<file path="config.mk">
export PLATFORM = sky130hd
export DESIGN_NAME = jpss_ctrl
export DESIGN_NICKNAME = d
export VERILOG_FILES = /design/src/jpss_pkg.sv /design/src/jpss_ctrl.sv
export SDC_FILE = /design/constraint.sdc
export NUM_CORES = 1
export LEC_CHECK = 0
export BUFFER_PORTS_ARGS = -buffer_cell sky130_fd_sc_hd__buf_4
export CORE_ASPECT_RATIO = 0.75
export CORE_MARGIN = 2
export CORE_UTILIZATION = 36
export CTS_CLUSTER_SIZE = 14
export DETAILED_ROUTE_END_ITERATION = 6
export PLACE_DENSITY = 0.67
export SLEW_MARGIN = 20
export SYNTH_ARGS = -nofsm -noshare
export SYNTH_HDL_FRONTEND = slang
export SYNTH_SLANG_ARGS = --single-unit
</file>
<file path="constraint.sdc">
create_clock -name clock -period 2.16 [get_ports clock]
set_clock_uncertainty 0.05 [all_clocks]
set_input_delay 0.432 -clock clock [delete_from_list [all_inputs] [get_ports clock]]
set_output_delay 0.432 -clock clock [all_outputs]
set_load 0.01 [all_outputs]
</file>
<file path="src/jpss_pkg.sv">
// Shared types, constants and direction helpers for the jump point successor search.
package jpss_pkg;

   localparam int DEF_MAX_WIDTH  = 64;
   localparam int DEF_MAX_HEIGHT = 64;
   localparam int COORD_W        = 6;
   localparam int COST_W         = 14;
   localparam int CSR_DATA_W     = 8;
   localparam int CSR_INDEX_W    = 3;

   localparam logic [3:0] DIR_NONE     = 4'd8;
   localparam logic [7:0] DIR_MASK_ALL = 8'hFF;

   typedef enum logic [CSR_INDEX_W-1:0] {
      REG_GRID_WIDTH    = 3'd0,
      REG_GRID_HEIGHT   = 3'd1,
      REG_GOAL_X        = 3'd2,
      REG_GOAL_Y        = 3'd3,
      REG_STRAIGHT_COST = 3'd4,
      REG_DIAGONAL_COST = 3'd5
   } csr_index_type;

   typedef enum logic {
      REQ_WRITE  = 1'b0,
      REQ_EXPAND = 1'b1
   } req_kind_type;

   typedef enum logic [1:0] {
      PH_NONE   = 2'd0,
      PH_FIRST  = 2'd1,
      PH_SECOND = 2'd2,
      PH_DONE   = 2'd3
   } sub_phase_type;

   typedef enum logic [3:0] {
      ST_CLEAR,
      ST_IDLE,
      ST_WR_READ,
      ST_WR_WRITE,
      ST_EXP_INIT,
      ST_LOAD,
      ST_DIRS,
      ST_NEXT_DIR,
      ST_EVAL,
      ST_FOUND,
      ST_FINISH
   } state_type;

   typedef struct packed {
      logic clear;
      logic accept;
      logic wr_read;
      logic wr_write;
      logic exp_init;
      logic load;
      logic dirs_set;
      logic dir_start;
      logic sub_launch1;
      logic sub_launch2;
      logic sub_end;
      logic advance;
      logic record;
      logic emit_pend;
      logic emit_final;
   } ctrl_cmd_type;

   typedef struct packed {
      logic          clear_done;
      logic          store_ok;
      logic          in_grid;
      logic          load_done;
      logic          win_hit;
      logic          dirs_empty;
      logic          ev_hit;
      logic          reach_ok;
      logic          sub_active;
      sub_phase_type sub_phase;
      logic          main_diag;
      logic          main_moved;
      logic          pend_valid;
      logic          out_free;
   } dp_status_type;

   // neighbor bit k is the cell one step from the probe in direction k
   function automatic logic reach_diag(input logic [7:0] nb, input logic [2:0] k);
      logic [2:0] km;
      logic [2:0] kp;
      km = k - 3'd1;
      kp = k + 3'd1;
      return nb[k] & (nb[km] | nb[kp]);
   endfunction

   function automatic logic [7:0] forced_dirs(input logic [7:0] nb, input logic [3:0] dir);
      logic [2:0] d;
      logic [2:0] a;
      logic [2:0] b;
      logic [2:0] c;
      logic [2:0] e;
      logic [7:0] m;
      d = dir[2:0];
      m = '0;
      if (d[0]) begin
         a = d + 3'd6;
         b = d + 3'd5;
         c = d + 3'd2;
         e = d + 3'd3;
      end else begin
         a = d + 3'd1;
         b = d + 3'd2;
         c = d + 3'd7;
         e = d + 3'd6;
      end
      if (reach_diag(nb, a) && !nb[b]) m[a] = 1'b1;
      if (reach_diag(nb, c) && !nb[e]) m[c] = 1'b1;
      if (dir[3]) m = '0;
      return m;
   endfunction

   function automatic logic [7:0] natural_dirs(input logic [3:0] dir);
      logic [2:0] d;
      logic [2:0] dm;
      logic [2:0] dp;
      logic [7:0] m;
      d  = dir[2:0];
      dm = d - 3'd1;
      dp = d + 3'd1;
      m  = '0;
      m[d] = 1'b1;
      if (d[0]) begin
         m[dm] = 1'b1;
         m[dp] = 1'b1;
      end
      if (dir[3]) m = DIR_MASK_ALL;
      return m;
   endfunction

   function automatic logic [3:0] parent_dir(input logic signed [6:0] dx,
                                             input logic signed [6:0] dy);
      logic [3:0] r;
      r = DIR_NONE;
      if (dx == 0 && dy < 0) r = 4'd0;
      if (dx > 0 && dy < 0) r = 4'd1;
      if (dx > 0 && dy == 0) r = 4'd2;
      if (dx > 0 && dy > 0) r = 4'd3;
      if (dx == 0 && dy > 0) r = 4'd4;
      if (dx < 0 && dy > 0) r = 4'd5;
      if (dx < 0 && dy == 0) r = 4'd6;
      if (dx < 0 && dy < 0) r = 4'd7;
      return r;
   endfunction

   function automatic logic [2:0] lowest_dir(input logic [7:0] m);
      logic [2:0] r;
      r = '0;
      for (int i = 7; i >= 0; i--) begin
         if (m[i]) r = 3'(i);
      end
      return r;
   endfunction

   function automatic logic [COORD_W-1:0] step_x(input logic [COORD_W-1:0] x,
                                                 input logic [2:0] d);
      logic [COORD_W-1:0] r;
      unique case (d) inside
         3'd1, 3'd2, 3'd3: r = x + 1'b1;
         3'd5, 3'd6, 3'd7: r = x - 1'b1;
         default:          r = x;
      endcase
      return r;
   endfunction

   function automatic logic [COORD_W-1:0] step_y(input logic [COORD_W-1:0] y,
                                                 input logic [2:0] d);
      logic [COORD_W-1:0] r;
      unique case (d) inside
         3'd7, 3'd0, 3'd1: r = y - 1'b1;
         3'd3, 3'd4, 3'd5: r = y + 1'b1;
         default:          r = y;
      endcase
      return r;
   endfunction

endpackage

</file>
<file path="src/jpss_ctrl.sv">
// Controller state machine sequencing clears, writes, window loads and jump scans.
module jpss_ctrl (
   input  logic                    clock,
   input  logic                    reset,
   input  logic                    req_valid,
   input  logic                    req_type,
   output logic                    req_stall,
   input  jpss_pkg::dp_status_type status,
   output jpss_pkg::ctrl_cmd_type  cmd
);

   jpss_pkg::state_type state_ff, state_in;
   jpss_pkg::state_type ret_ff, ret_in;

   always_ff @(posedge clock) begin
      if (reset) begin
         state_ff <= jpss_pkg::ST_CLEAR;
         ret_ff   <= jpss_pkg::ST_EVAL;
      end else begin
         state_ff <= state_in;
         ret_ff   <= ret_in;
      end
   end

   always_comb begin
      state_in = state_ff;
      ret_in   = ret_ff;
      cmd      = '0;
      unique case (state_ff)
         jpss_pkg::ST_CLEAR: begin
            cmd.clear = 1'b1;
            if (status.clear_done) state_in = jpss_pkg::ST_IDLE;
         end
         jpss_pkg::ST_IDLE: begin
            if (req_valid) begin
               cmd.accept = 1'b1;
               state_in = (req_type == jpss_pkg::REQ_WRITE) ? jpss_pkg::ST_WR_READ
                                                            : jpss_pkg::ST_EXP_INIT;
            end
         end
         jpss_pkg::ST_WR_READ: begin
            if (status.store_ok) begin
               cmd.wr_read = 1'b1;
               state_in = jpss_pkg::ST_WR_WRITE;
            end else begin
               state_in = jpss_pkg::ST_IDLE;
            end
         end
         jpss_pkg::ST_WR_WRITE: begin
            cmd.wr_write = 1'b1;
            state_in = jpss_pkg::ST_IDLE;
         end
         jpss_pkg::ST_EXP_INIT: begin
            cmd.exp_init = 1'b1;
            state_in = status.in_grid ? jpss_pkg::ST_DIRS : jpss_pkg::ST_FINISH;
         end
         jpss_pkg::ST_LOAD: begin
            cmd.load = 1'b1;
            if (status.load_done) state_in = ret_ff;
         end
         jpss_pkg::ST_DIRS: begin
            if (!status.win_hit) begin
               ret_in   = jpss_pkg::ST_DIRS;
               state_in = jpss_pkg::ST_LOAD;
            end else begin
               cmd.dirs_set = 1'b1;
               state_in = jpss_pkg::ST_NEXT_DIR;
            end
         end
         jpss_pkg::ST_NEXT_DIR: begin
            if (status.dirs_empty) begin
               state_in = jpss_pkg::ST_FINISH;
            end else begin
               cmd.dir_start = 1'b1;
               state_in = jpss_pkg::ST_EVAL;
            end
         end
         jpss_pkg::ST_EVAL: begin
            if (!status.win_hit) begin
               ret_in   = jpss_pkg::ST_EVAL;
               state_in = jpss_pkg::ST_LOAD;
            end else if (status.ev_hit) begin
               state_in = jpss_pkg::ST_FOUND;
            end else if (!status.sub_active && status.main_diag && status.main_moved &&
                         status.sub_phase == jpss_pkg::PH_NONE) begin
               cmd.sub_launch1 = 1'b1;
            end else if (!status.reach_ok) begin
               if (!status.sub_active) begin
                  state_in = jpss_pkg::ST_NEXT_DIR;
               end else if (status.sub_phase == jpss_pkg::PH_FIRST) begin
                  cmd.sub_launch2 = 1'b1;
               end else begin
                  cmd.sub_end = 1'b1;
               end
            end else begin
               cmd.advance = 1'b1;
            end
         end
         jpss_pkg::ST_FOUND: begin
            if (!status.pend_valid) begin
               cmd.record = 1'b1;
               state_in = jpss_pkg::ST_NEXT_DIR;
            end else if (status.out_free) begin
               cmd.emit_pend = 1'b1;
               cmd.record    = 1'b1;
               state_in = jpss_pkg::ST_NEXT_DIR;
            end
         end
         jpss_pkg::ST_FINISH: begin
            if (status.out_free) begin
               cmd.emit_final = 1'b1;
               state_in = jpss_pkg::ST_IDLE;
            end
         end
         default: state_in = jpss_pkg::ST_IDLE;
      endcase
   end

   assign req_stall = (state_ff != jpss_pkg::ST_IDLE);

endmodule

</file>
==> qor.json, run 1 <==
{
  "setup_path": {
    "critical_path.endpoint_type": "output pin",
    "path_class": "flop to output pin",
    "ff2ff_path_depth": 6,
    "worst-path-max-fanout": 12,
    "r2r-end": "state_ff[1]$_SDFFE_PP0P_",
    "critical_path_origin": "state_ff[2]$_SDFFE_PP0P_",
    "worst-endpoint-arrival_ns": 1.60,
    "crit_path_start_kind": "flop",
    "reg2reg_slack_ns": 0.37,
    "crit_end": "cmd[10]",
    "cp.required_ns": 1.68,
    "r2r_start": "state_ff[2]$_SDFFE_PP0P_"
  },
  "global_route": {
    "gr-total-overflow": 0,
    "first_pass_grt_wire_length_mm": 3.01,
    "gr-usage-all-layers_pct": 19.8,
    "initial_antenna_violation_count": 0,
    "first_global_vias": 691,
    "maximum_number_of_pins_on_one_net_before_global_route_repair": 13
  },
  "routing": {
    "drt_wl_total_mm": 1.92,
    "drt_iter0_drc": 17,
    "drtPass1Iterations": 4,
    "average_wire_length_per_cell_after_detail_routing_um": 13.0,
    "drt.antenna.violating_nets": 0,
    "routed-via-count": 820,
    "post_drt_via_cell_ratio": 5.54,
    "post-route-drc-count": 0
  },
  "clocking": {
    "cts_inserted_buffers": 3,
    "clock_sink_count": 6,
    "clk-insertion-delay-late_ns": 0.24,
    "maximum_number_of_buffers_from_clock_root_to_sink": 2,
    "cts-root-buf": "clkbuf_4",
    "tritoncts": "built",
    "count_of_buffers_added_by_post_cts_timing_repair_for_setup": 0,
    "clk_transition_reported_paths_ns": 0.05,
    "h-tree-depth": 1
  },
  "cells_and_area": {
    "design.final.nets": 147,
    "drive_gt1_share_pct": 44.4,
    "areaGrowthSynthToFinish_pct": 56.9,
    "n_diodes": 0,
    "area_of_the_multi_input_gates_um2": 490,
    "n_fill_cell": 169,
    "final-seq-area_um2": 124,
    "layout.cell_area.non_filler_um2": 987
  },
  "floorplanning": {
    "floorplan.die_area_mm2": 0.00210,
    "start_util_pct": 37.2,
    "core.rowCount": 13,
    "top_level_ports": 35,
    "floorplan.die.width_um": 52.3,
    "fp.coreArea_mm2": 0.00169,
    "die_h_um": 40.2
  },
  "timing": {
    "setup_viol": 0,
    "final_period_minus_worst_setup_slack_ns": 2.08,
    "report.final.slew_viol_count": 0,
    "setup_tns_ns": 0,
    "worst_slew_pin_slew_ns": 0.423,
    "fmax_mhz": 481,
    "timing.final.crit_share_pct": 96.2,
    "hold_viol_final": 0,
    "grt_setup_unrepaired": "no",
    "max-slew-margin-rel_pct": 71.6
  },
  "yosys": {
    "synth.largest_area_cell": "dfxtp_1",
    "synth-async-reset-ratio_pct": 0,
    "syn_area_per_cell_um2": 7.23,
    "postSynthNetCount": 106,
    "netlist.area_leader.share_pct": 19.1,
    "post-synth-top-count-cell": "nor2_1",
    "synth_cell_type_count": 33,
    "synth_edf_count": 0,
    "post_synth_most_frequent_cells": "nor2_1, nor3_1, nand2_1",
    "synth_sequential_area_ratio_pct": 19.1,
    "ys_seq_elements": 6,
    "syn-instance-count": 87,
    "yosys_warnings": 0,
    "synth.area.top_cells": "dfxtp_1, nor2_1, nor3_1",
    "postSynth.topFlopCell": "dfxtp_1",
    "syn-cell-area_um2": 629
  },
  "placement": {
    "placer_congestion": 0.845,
    "dp_hpwl_mm": 1.54,
    "dpl-instance-area_um2": 938,
    "count_of_buffers_from_port_buffering": 34
  },
  "power": {
    "ir_drop_mv": 0.697,
    "p_leak_uw": 0.000420,
    "pwr_density_cell_mw_per_mm2": 897
  },
  "run_status": {
    "run_status": "finished, final reports clean"
  },
  "hold_path": {
    "hold_path.class": "input port to flop"
  },
  "job": {
    "cap_viol_max_count": 0
  }
}
==> worst min path at each step <==
stage / from / to / slack, ns / cells after the start
floorplan: ret_ff[3]$_SDFFE_PP1P_ / ret_ff[3]$_SDFFE_PP1P_ / 0.40 / 2
finish: reset / state_ff[1]$_SDFFE_PP0P_ / 0.34 / 2
global route: reset / state_ff[1]$_SDFFE_PP0P_ / 0.33 / 2
global placement: ret_ff[3]$_SDFFE_PP1P_ / ret_ff[3]$_SDFFE_PP1P_ / 0.41 / 2
detailed placement: ret_ff[3]$_SDFFE_PP1P_ / ret_ff[3]$_SDFFE_PP1P_ / 0.43 / 2
CTS: reset / state_ff[1]$_SDFFE_PP0P_ / 0.33 / 2
==> what timing repair did <==
action,in CTS,in global routing
endpoints found under the setup margin,1,2
hold buffers,0,0
gates resized for setup,2,6
==> stage by stage <==
step	utilization, %	total power [uW]	hold slack, ns	setup WS [ns]	cells
finish	58.4	885	0.336	0.0817	148
floorplan	-	545	0.396	0.185	87
global placement	55.5	760	0.412	0.340	145
CTS	57.5	870	0.333	0.0337	148
global route	58.4	967	0.334	0.000774	148
detailed placement	55.5	759	0.430	0.258	145
==> flip-flops by register name, indices dropped and copies added (netlist names) <==
name and count:
state_ff 4, ret_ff 2
==> cell families (layout without fill, tap and decap cells) <==
family                 Yosys count  count (layout)  share of synthesized area (%)
AND/OR/NAND/NOR                 44              44                           37.6
buffers and inverters           10              49                           6.56
AO/OA/AOI/OAI                   24              24                           32.0
multiplexers                     3               3                           4.77
flip-flops                       6               6                           19.1
==> layout make-up <==
type,count,share of cell area [%]
Tap cell,22,2.79
Sequential cell,6,12.5
Clock buffer,3,2.28
Timing Repair Buffer,40,30.4
Inverter,6,2.28
Multi-Input combinational cell,71,49.7
==> cell usage in the layout, fill, tap and decap left out, drive strengths merged, types with 2 or more instances in the layout <==
| master | Yosys | routed |
|---|---|---|
| a21oi | 4 | 4 |
| inv | 6 | 6 |
| a211oi | 2 | 2 |
| o21ai | 3 | 3 |
| nor2b | 4 | 4 |
| nor4 | 2 | 2 |
| nand3b | 2 | 2 |
| and3 | 2 | 2 |
| a311oi | 3 | 3 |
| buf | 3 | 40 |
| nand2 | 7 | 7 |
| nand2b | 3 | 3 |
| dfxtp | 6 | 6 |
| clkbuf | 1 | 3 |
| nor3 | 8 | 8 |
| mux2i | 3 | 3 |
| nor2 | 13 | 13 |
==> per-layer routing <==
metal / GRT usage, % / vias to the layer above / part of all wire (%)
li1: - / 400 / -
met1: 26.6 / 374 / 43
met2: 31.9 / 44 / 47
met3: 4.48 / 2 / 10
met4: 5.77 / 0 / 0.73
met5: 0 / - / 0
==> power by group <==
group          switching, uW  internal, uW
Sequential              57.4           142
Combinational            301           282
Clock                   39.5          62.8
==> worst max-delay path, cell delays in order, from the launching register on <==
cell and delay (ns):
dfxtp_1 0.35, buf_4 0.21, nand2_1 0.20, nor3_1 0.39, buf_4 0.20
Note: power is estimated with default switching activity, not from simulation.
==> run 2: changes to the inputs <==
Settings changed: CORE_ASPECT_RATIO 0.75 to default, CORE_UTILIZATION 36 to 43, PLACE_DENSITY 0.67 to 0.78.
==> run 2 against run 1 <==
Net effect: global-route usage rose by 1.3 points; non-clock buffer count fell by 1; critical endpoint is now cmd[4]; cell count fell by 5.4%; die area fell by 15%; highest routed layer unchanged.
==> qor.json, run 2 (synthesized netlist as in run 1, its figures left out) <==
{
  "power": {
    "sequentialPowerShare": {"value": 24.3, "unit": "%", "change": "was 22.6%"},
    "p_sw": {"value": 396, "unit": "uW", "change": "was 398 uW"},
    "p_leak": {"value": 0.000412, "unit": "uW", "change": "was 0.000420 uW"},
    "netSwitchingFraction": {"value": 45.1, "unit": "%", "change": "was 45.0%"},
    "power.internal": {"value": 481, "unit": "uW", "change": "was 487 uW"},
    "clockPowerShare": {"value": 11.7, "unit": "%", "change": "was 11.6%"},
    "design_power_total": {"value": 878, "unit": "uW", "change": "was 885 uW"},
    "ir_drop": {"value": 0.584, "unit": "mV", "change": "was 0.697 mV"},
    "combinationalPowerShare": {"value": 64.0, "unit": "%", "change": "was 65.9%"},
    "pwr_density_cell": {"value": 913, "unit": "mW/mm2", "change": "was 897 mW/mm2"}
  },
  "timing": {
    "grt_setup_unrepaired": {"value": "yes", "change": "was no"},
    "final_period_minus_worst_setup_slack": {"value": 2.07, "unit": "ns", "change": "was 2.08 ns"},
    "hold_viol_final": {"value": 0, "change": "unchanged"},
    "worst_slew_pin_slew": {"value": 0.341, "unit": "ns", "change": "was 0.423 ns"},
    "report.final.slew_viol_count": {"value": 0, "change": "unchanged"},
    "max-slew-margin-rel": {"value": 77.1, "unit": "%", "change": "was 71.6%"},
    "worst_slack": {"value": 0.0902, "unit": "ns", "change": "was 0.0817 ns"},
    "timing.final.crit_share": {"value": 95.8, "unit": "%", "change": "was 96.2%"},
    "fmax": {"value": 483, "unit": "MHz", "change": "was 481 MHz"},
    "setup_tns": {"value": 0, "unit": "ns", "change": "unchanged"},
    "setup_viol": {"value": 0, "change": "unchanged"},
    "worst_hold_slack": {"value": 0.340, "unit": "ns", "change": "was 0.336 ns"}
  },
  "floorplanning": {
    "core.rowCount": {"value": 13, "change": "unchanged"},
    "floorplan.die_area": {"value": 0.00179, "unit": "mm2", "change": "was 0.00210 mm2"},
    "top_level_ports": {"value": 35, "change": "unchanged"},
    "die_h": {"value": 42.3, "unit": "um", "change": "was 40.2 um"},
    "floorplan.die.width": {"value": 42.3, "unit": "um", "change": "was 52.3 um"},
    "fp.coreArea": {"value": 0.00133, "unit": "mm2", "change": "was 0.00169 mm2"},
    "start_util": {"value": 47.2, "unit": "%", "change": "was 37.2%"}
  },
  "global_route": {
    "initial_antenna_violation_count": {"value": 0, "change": "unchanged"},
    "grt_busiest_layer": {"value": "met2", "change": "unchanged"},
    "gr-usage-all-layers": {"value": 21.1, "unit": "%", "change": "was 19.8%"},
    "first_global_vias": {"value": 716, "change": "was 691"},
    "use_met3": {"value": 3.02, "unit": "%", "change": "was 4.48%"},
    "gr-usage-met1": {"value": 24.7, "unit": "%", "change": "was 26.6%"},
    "gr-usage-met2": {"value": 35.4, "unit": "%", "change": "was 31.9%"},
    "gr-total-overflow": {"value": 0, "change": "unchanged"},
    "first_pass_grt_wire_length": {"value": 2.87, "unit": "mm", "change": "was 3.01 mm"},
    "maximum_number_of_pins_on_one_net_before_global_route_repair": {"value": 12, "change": "was 13"}
  },
  "cells_and_area": {
    "drive_gt1_share": {"value": 42.4, "unit": "%", "change": "was 44.4%"},
    "regMostFlops": {"value": "state_ff", "change": "unchanged"},
    "final_util": {"value": 72.0, "unit": "%", "change": "was 58.4%"},
    "n_diodes": {"value": 0, "change": "unchanged"},
    "flip_flop_count_of_the_largest_register_after_layout": {"value": 4, "change": "unchanged"},
    "areaGrowthSynthToFinish": {"value": 52.7, "unit": "%", "change": "was 56.9%"},
    "largestRegisters": {"value": "state_ff (4), ret_ff (2)", "change": "unchanged"},
    "final_common_cell": {"value": "buf_4", "change": "unchanged"},
    "layout.cells.most_common_list": {"value": "buf_4, nor2_1, nor3_1", "change": "unchanged"},
    "design.final.nets": {"value": 146, "change": "was 147"}
  },
  "setup_path": {
    "cp.required": {"value": 1.68, "unit": "ns", "change": "about the same"},
    "critical_path_origin": {"value": "state_ff[3]$_SDFFE_PP0P_", "change": "was state_ff[2]$_SDFFE_PP0P_"},
    "path_class": {"value": "flop to output pin", "change": "unchanged"},
    "crit_path_start_kind": {"value": "flop", "change": "unchanged"},
    "r2r_start": {"value": "state_ff[2]$_SDFFE_PP0P_", "change": "unchanged"},
    "worst-endpoint-arrival": {"value": 1.59, "unit": "ns", "change": "was 1.60 ns"},
    "worst-path-max-fanout": {"value": 9, "change": "was 12"},
    "critical_path.endpoint_type": {"value": "output pin", "change": "unchanged"}
  },
  "routing": {
    "average_wire_length_per_cell_after_detail_routing": {"value": 13.0, "unit": "um", "change": "about the same"},
    "post_drt_via_cell_ratio": {"value": 5.66, "change": "was 5.54"},
    "routed-via-count": {"value": 792, "change": "was 820"},
    "post-route-drc-count": {"value": 0, "change": "unchanged"},
    "drt_iter0_drc": {"value": 18, "change": "was 17"},
    "drt_wl_total": {"value": 1.81, "unit": "mm", "change": "was 1.92 mm"},
    "drt.antenna.violating_nets": {"value": 0, "change": "unchanged"},
    "drtPass1Iterations": {"value": 4, "change": "unchanged"}
  },
  "job": {
    "cap_viol_max_count": {"value": 0, "change": "unchanged"}
  },
  "clocking": {
    "clk_transition_reported_paths": {"value": 0.05, "unit": "ns", "change": "about the same"},
    "clk-insertion-delay-late": {"value": 0.24, "unit": "ns", "change": "about the same"},
    "cts.hold.buffers_added": {"value": 0, "change": "unchanged"},
    "maximum_number_of_buffers_from_clock_root_to_sink": {"value": 2, "change": "unchanged"},
    "cts_inserted_buffers": {"value": 3, "change": "unchanged"},
    "cts-root-buf": {"value": "clkbuf_4", "change": "unchanged"},
    "h-tree-depth": {"value": 1, "change": "unchanged"},
    "clock_sink_count": {"value": 6, "change": "unchanged"},
    "tritoncts": {"value": "built", "change": "unchanged"}
  },
  "hold_path": {
    "hold_path.class": {"value": "input port to flop", "change": "unchanged"},
    "min_from": {"value": "reset", "change": "unchanged"}
  },
  "run_status": {
    "run_status": {"value": "finished, final reports clean", "change": "unchanged"}
  },
  "placement": {
    "pre_cts_slack": {"value": 0.229, "unit": "ns", "change": "was 0.258 ns"},
    "dp_hpwl": {"value": 1.44, "unit": "mm", "change": "was 1.54 mm"},
    "count_of_buffers_from_port_buffering": {"value": 34, "change": "unchanged"},
    "placer_congestion": {"value": 0.878, "change": "was 0.845"}
  }
}
## run 2: what timing repair did
action | in CTS | in global routing
buffers inserted | 0 | 0
resized for setup | 1 | 6
setup endpoints to repair | 2 | 3
pin swaps | 0 | 1
## run 2: cell type report
| class | count | area [um2] |
|---|---|---|
| clock buffer | 3 | 22.5 |
| tap | 15 | 18.8 |
| sequential | 6 | 126 |
| inverter | 6 | 22.5 |
| multi-input combinational | 71 | 478 |
| timing repair buffer | 39 | 293 |
| fill | 119 | 373 |
## run 2: per-stage QoR
step	std cells	area [um2]
final	140	961
after global routing	140	961
after CTS	140	946
after detailed placement	137	922
after global placement	137	922
after floorplan	87	629
## run 2: routing by layer
metal / vias up / share of wire (%)
met5: - / 0
met4: 0 / 2.2
met3: 4 / 7.0
met2: 32 / 48
met1: 353 / 43
li1: 403 / -
## run 2: worst paths after layout
| check | to | slack (ns) | depth (start not counted) |
|---|---|---|---|
| setup / recovery | cmd[4] | 0.09 | 5 |
| hold / removal | state_ff[1]$_SDFFE_PP0P_ | 0.34 | 2 |
| setup reg to reg | state_ff[1]$_SDFFE_PP0P_ | 0.35 | 6 |
| hold reg to reg | ret_ff[3]$_SDFFE_PP1P_ | 0.44 | 2 |
## run 2: power groups by stage
stage	Clock [uW]	Sequential, uW	Combinational [uW]
detailed placement	0	203	555
finish	103	213	562
global route	114	218	612
CTS	108	202	558
floorplan	0	167	378
global placement	0	203	549
## run 2: worst max-delay path: stages, from the launching register on
cell      delay, ns
dfxtp_4        0.38
nor2b_2        0.18
and3_4         0.22
nand2_1        0.10
nor4bb_1       0.29
buf_4          0.17
